**config.mk**
```make
export PLATFORM = sky130hd
export DESIGN_NAME = rsie_ram
export DESIGN_NICKNAME = d
export VERILOG_FILES = /design/src/rtl/core/rsie_ram.sv
export SDC_FILE = /design/constraint.sdc
export NUM_CORES = 1
export LEC_CHECK = 0
export BUFFER_PORTS_ARGS = -buffer_cell sky130_fd_sc_hd__buf_4
export CAP_MARGIN = 5
export CORE_ASPECT_RATIO = 1.1
export CORE_MARGIN = 3
export CORE_UTILIZATION = 55
export CTS_BUF_LIST = sky130_fd_sc_hd__clkbuf_4 sky130_fd_sc_hd__clkbuf_8 sky130_fd_sc_hd__clkbuf_16
export DETAILED_ROUTE_END_ITERATION = 7
export PLACE_DENSITY = 0.73
export SETUP_SLACK_MARGIN = 0.3
export SLEW_MARGIN = 40
export SYNTH_ARGS = -nofsm -noshare
export SYNTH_HDL_FRONTEND = slang
export SYNTH_SLANG_ARGS = --single-unit
```
**constraint.sdc**
```tcl
create_clock -name clk_i -period 6.05 [get_ports clk_i]
set_input_delay 0 -clock clk_i [delete_from_list [all_inputs] [get_ports clk_i]]
set_output_delay 0 -clock clk_i [all_outputs]
set_load 0.05 [all_outputs]
```
**src/rtl/core/rsie_ram.sv**
```systemverilog
// Generic single-clock RAM: one write port, one read port, registered read.
// No dependencies.
module rsie_ram #(
  parameter int WIDTH = 32,
  parameter int DEPTH = 16
) (
  input  logic                     clk_i,
  input  logic                     we_i,
  input  logic [$clog2(DEPTH)-1:0] waddr_i,
  input  logic [WIDTH-1:0]         wdata_i,
  input  logic                     re_i,
  input  logic [$clog2(DEPTH)-1:0] raddr_i,
  output logic [WIDTH-1:0]         rdata_o
);

  logic [WIDTH-1:0] mem_q [DEPTH];

  always_ff @(posedge clk_i) begin
    if (we_i) begin
      mem_q[waddr_i] <= wdata_i;
    end
    if (re_i) begin
      rdata_o <= mem_q[raddr_i];
    end
  end

endmodule

```
==> results of run 1 <==
[logic make-up after synthesis]
| group | after synthesis | synth area share |
|---|---|---|
| flops | 544 | 0.810 |
| mux | 128 | 0.143 |
| compound gates | 64 | 0.0238 |
| simple gates | 59 | 0.0125 |
| buf+inv | 43 | 0.0110 |
[cells in the mapped netlist, drive strengths merged]
cell type  count  area share
edfxtp       544        0.81
mux4         128        0.14
a22oi         64       0.024
nand2         33      0.0061
buf           26      0.0079
clkbuf        17      0.0032
nor2          13      0.0024
nor3           4     0.00099
nand2b         2     0.00062
nand3b         2     0.00074
nor2b          2     0.00062
and2           1     0.00031
nand3          1     0.00025
or3b           1     0.00043
[metrics by stage]
stage | setup slack (ps) | instance area (um^2) | hold slack, ps | power, mW | cells
detailed placement | 3650 | 21400 | 297 | 4.79 | 1372
global route | 4090 | 23400 | 18.4 | 8.06 | 1496
finish | 4290 | 23400 | 28.6 | 7.81 | 1497
global placement | 3660 | 21400 | 291 | 4.78 | 1372
CTS | 4220 | 23400 | 16.5 | 7.87 | 1496
floorplan | 2870 | 20200 | 98.9 | 4.61 | 838
[timing repair]
item,in CTS,in global routing
hold endpoints to repair,512,0
hold buffers,32,0
setup endpoints to repair,0,0
[worst paths after layout]
| check | to | startpoint |
|---|---|---|
| max | rdata_o[17] | raddr_i[0] |
| min | rdata_o[2] | re_i |
| max reg2reg | rdata_o[25] | mem_q[11][25] |
| min reg2reg | rdata_o[2] | mem_q[15][2] |
[area by class of cell]
cell class | count | area, um^2
antenna | 1 | 2.50
clock buffer | 64 | 1410
clock inverter | 28 | 226
fill | 2299 | 12300
multi-input combinational | 251 | 3750
sequential | 544 | 16300
tap | 481 | 602
timing repair buffer | 128 | 1060
[state kept, by name (all words and copies together) (netlist names)]
register	count
rdata_o	32
mem_q	512
[power groups by stage]
stage	sequential, mW	combinational [mW]	clock (mW)
final	4.27	0.448	3.09
after floorplan	4.41	0.203	0
after global routing	4.28	0.479	3.30
after global placement	4.35	0.428	0
after CTS	4.27	0.453	3.15
after detailed placement	4.35	0.435	0
[per-layer routing]
layer | GRT usage | wire length [um] | up-vias
met5 | 0 | 15 | -
met1 | 0.320 | 16600 | 4945
li1 | - | - | 3882
met3 | 0.0502 | 3730 | 65
met2 | 0.348 | 20700 | 437
met4 | 0.0617 | 754 | 4
==> qor.yml, run 1 <==
status:
  status: "completed"
power:
  switching_share: 0.202
  powerDensity_nw_per_um2: 334
  internal_power_mw: 6.23
  power.switching_mw: 1.58
  p_leak_nw: 7.51
  combPwrFrac: 0.057
  power_frac_seq: 0.547
  power_frac_clock: 0.396
  ir_drop_v: 0.000253
clock_tree:
  h-tree-depth: 2
  cts.sinks: 544
  cts_buffer_depth: 3
  cts_tree: "yes"
  postCtsSetupRepairBufs: 0
  insertion_delay_ps: 560
  numCtsBuffers: 51
  ctsResizeCount: 0
  clkTransAtPathRegs_ps: 60
  root_buffer: "clkbuf_16"
sta:
  finClkSkew_ps: 7.51
  worstMarginPinSlew_ps: 711
  finalHoldViolations: 0
  drv_slew: 0
  rsz0062_at_grt: "false"
  timing.final.crit_share: 0.291
  maxSlewHeadroom: 0.525
  setup_viol: 0
  fmax_mhz: 568
  period_minus_slack_ps: 1760
  tns_ps: 0
route:
  antenna_left: 0
  drc: 0
  routed_wl_mm: 41.9
  wl_per_cell_um: 28.0
  first_pass_iters: 5
  first_iter_violations: 1192
  drt-vias-per-instance: 6.23
  vias: 9333
synthesis:
  netlist_area_um2: 20200
  syn_inst: 838
  synth-seq-cells: 544
  synth-seq-area-share: 0.810
  synth_nets: 881
  yosysWarningCount: 0
  yosysUniqueCellTypes: 17
  syn_area_per_cell_um2: 24.1
die:
  die_x_um: 189
  initial_core_util: 0.566
  die_area_um2: 39000
  ios: 75
  die_h_um: 207
  coreArea_um2: 35700
  fp-row-count: 72
setup_path:
  endpoint_kind: "flop"
  worstSetupPathType: "primary input to flop"
  slowest_delay_ps: 620
  critPathTopFamily: "buffers and inverters"
  cp_max_fo: 84
  worstPathArrival_ps: 2060
  crit_chain: "clkbuf_8, buf_12, mux4_2, a22oi_1, nand2_1"
  reg2reg_depth: 3
  path_buf_inv: 2
  slowest_stage: "buf_12"
  startpoint_type: "primary input"
  worst_ep_required_time_ps: 6350
  rrSetupSlack_ps: 4630
  crit_cells: 5
placement:
  gp_congestion: 0.687
  portBuffers: 74
  place_hpwl_mm: 19.1
global_route:
  overflow: 0
  grt_pass1_wl_mm: 62.3
  grt_usage: 0.220
  grt_max_degree: 85
  grt_antenna_before_repair: 3
  grt_pass1_vias: 9605
final_layout:
  syn2layout_area_growth_pct: 15.9
  layout_commonest_cell: "edfxtp_1"
  drive_gt1_frac: 0.319
  fin_nets: 1019
  layout_common_cells: "544 x edfxtp_1, 128 x mux4_2, 93 x buf_4"
  final_util: 0.656
min_path:
  worstHoldPathType: "primary input to flop"
  holdPathStages: 1
flow_run:
  cap_violations: 0
(Power assumes the default switching activity.)
==> inputs of run 2 (changes only) <==
--- a/config.mk
+++ b/config.mk
@@ -12,7 +12,7 @@
 export CORE_UTILIZATION = 55
 export CTS_BUF_LIST = sky130_fd_sc_hd__clkbuf_4 sky130_fd_sc_hd__clkbuf_8 sky130_fd_sc_hd__clkbuf_16
 export DETAILED_ROUTE_END_ITERATION = 7
-export PLACE_DENSITY = 0.73
+export PLACE_DENSITY = 0.76
 export SETUP_SLACK_MARGIN = 0.3
 export SLEW_MARGIN = 40
 export SYNTH_ARGS = -nofsm -noshare
==> constraint.sdc (replaced) <==
create_clock -name clk_i -period 1.5 [get_ports clk_i]
set_input_delay 0 -clock clk_i [delete_from_list [all_inputs] [get_ports clk_i]]
set_output_delay 0 -clock clk_i [all_outputs]
set_load 0.05 [all_outputs]
==> run 2 against run 1 <==
Net effect:
- the flow now finishes with violations (setup timing)
- clock-buffer cell count down 3
- sequential power rose to 4.0 times the previous value
- non-clock buffer count up 33
- flip-flop and latch count unchanged
- final cell count up 1.9%
- register-to-register slack worse by 4700 ps
- clock power rose to 3.8 times the previous value
- die area unchanged
- critical path type is now flop to flop
==> qor.yml, run 2 (synthesis results as in run 1) <==
status:
  status: "finished with violations"
  violations: "setup timing"
global_route:
  overflow: 0
  grt_max_degree: 34
  grt_usage: 0.234
  grt_pass1_wl_mm: 65.9
  grt_pass1_vias: 10160
  grt_antenna_before_repair: 0
placement:
  place_inst: 1405
  portBuffers: 74
  place_area_um2: 22100
  gp_congestion: 0.734
  place_hpwl_mm: 22.9
sta:
  worstMarginPinSlew_ps: 699
  finClkSkew_ps: 17.1
  setup_viol: 1
  worst_slack_ps: -30.0
  timing.final.crit_share: 1.02
  period_minus_slack_ps: 1530
  maxSlewHeadroom: 0.534
  fmax_mhz: 654
  rsz0062_at_grt: "true"
  finalHoldViolations: 0
  drv_slew: 0
setup_path:
  startpoint_type: "flop"
  endpoint_kind: "flop"
  slowest_stage: "mux4_2"
  path_buf_inv: 0
  worstSetupPathType: "flop to flop"
  worstPathArrival_ps: 1840
  slowest_delay_ps: 550
  cp_max_fo: 1
  worst_ep_required_time_ps: 1810
  critPathTopFamily: "multiplexers"
  crit_chain: "mux4_2, a22oi_2, nand2_1"
route:
  routed_wl_mm: 44.6
  first_iter_violations: 1234
  vias: 9644
  drt-vias-per-instance: 6.32
  wl_per_cell_um: 29.2
  drc: 0
  first_pass_iters: 5
  antenna_left: 0
clock_tree:
  clkTransAtPathRegs_ps: 60
  root_buffer: "clkbuf_16"
  numCtsBuffers: 50
  cts_buffer_depth: 3
  postCtsSetupRepairBufs: 0
  cts_tree: "yes"
  cts.sinks: 544
  h-tree-depth: 2
  insertion_delay_ps: 570
final_layout:
  design_area_um2: 24100
  fin_nets: 1051
  layout_common_cells: "544 x edfxtp_1, 128 x mux4_2, 81 x buf_4"
  reg_top3: "mem_q: 512 flops, rdata_o: 32 flops"
  drive_gt1_frac: 0.373
  n_fill_cell: 2172
  final_cells: 1526
  syn2layout_area_growth_pct: 19.7
  largest_register_ffs: 512
  layout_commonest_cell: "edfxtp_1"
  largest_register: "mem_q"
  num_antenna_cells: 0
power:
  p_leak_nw: 7.75
  powerDensity_nw_per_um2: 1280
  ir_drop_v: 0.000910
die:
  coreArea_um2: 35700
  die_area_um2: 39000
  die_x_um: 189
  die_h_um: 207
  fp-row-count: 72
  initial_core_util: 0.566
  ios: 75
flow_run:
  cap_violations: 0
min_path:
  worstHoldPathType: "primary input to flop"
## run 2: cell types whose count changed in the layout (fill, tap and decap cells not counted), moves of 3 or more
cell | before | now
a22oi_1 | 64 | 29
a22oi_2 | 0 | 35
buf_12 | 1 | 32
buf_4 | 93 | 81
buf_6 | 1 | 15
bufinv_16 | 4 | 0
clkbuf_16 | 53 | 50
nor3_2 | 4 | 0
nor3_4 | 0 | 4
## run 2: where the power goes
| part | internal [mW] | leakage (nW) | switching (mW) |
|---|---|---|---|
| Combinational | 0.870 | 2.06 | 1.19 |
| Sequential | 17.1 | 4.94 | 0.123 |
| Clock | 6.31 | 0.742 | 5.27 |
## run 2: worst reg2reg max path, delay by kind of cell, from the launching register on
kind | cells | cell delay [ps]
DFF | 1 | 420
and+or+nand+nor | 1 | 100
muxes | 1 | 550
AOI/OAI and AO/OA | 1 | 210
## run 2: worst paths after layout
check / startpoint / to / slack (ps) / cells past startpoint
setup / recovery: mem_q[11][0] / rdata_o[0] / -30 / 3
hold / removal: re_i / rdata_o[27] / 10 / 1
setup reg to reg: mem_q[11][0] / rdata_o[0] / -30 / 3
hold reg to reg: mem_q[15][12] / rdata_o[12] / 740 / 3
## run 2: final cells by class
| class | count | area [um^2] | area share |
|---|---|---|---|
| clock buffers | 61 | 1330 | 0.0553 |
| clock inverters | 28 | 146 | 0.00606 |
| multi-input cells | 251 | 3970 | 0.164 |
| flip-flops and latches | 544 | 16300 | 0.677 |
| well taps | 481 | 602 | 0.0249 |
| repair buffers | 161 | 1750 | 0.0726 |
## run 2: stage by stage
stage                     utilization  power, mW  setup TNS [ps]  hold slack (ps)  setup slack, ps
final                           0.677       30.9           -30.0             12.3            -30.0
after global routing            0.677       31.8           -81.4             18.1            -81.4
after CTS                       0.676       31.1           -11.3             3.49            -11.3
after detailed placement        0.620       19.5           -1360              298             -102
after global placement          0.620       19.4            -864              287            -74.4
after floorplan                     -       18.7          -15600             98.9             -209
## run 2: layer usage
layer | GRT usage | vias to the layer above | share of wire
li1 | - | 3941 | -
met3 | 0.0463 | 74 | 0.098
met4 | 0.0657 | 0 | 0.021
met1 | 0.329 | 5094 | 0.37
met2 | 0.385 | 535 | 0.51
met5 | 0 | - | 0
## run 2: what timing repair did
| item | 4_1_cts | 5_1_grt |
|---|---|---|
| endpoints found under the setup margin | 45 | 42 |
| gates resized for setup | 43 | 7 |
| endpoints found under the hold margin | 512 | 0 |
| hold buffers | 32 | 0 |
| pin swaps | 0 | 3 |
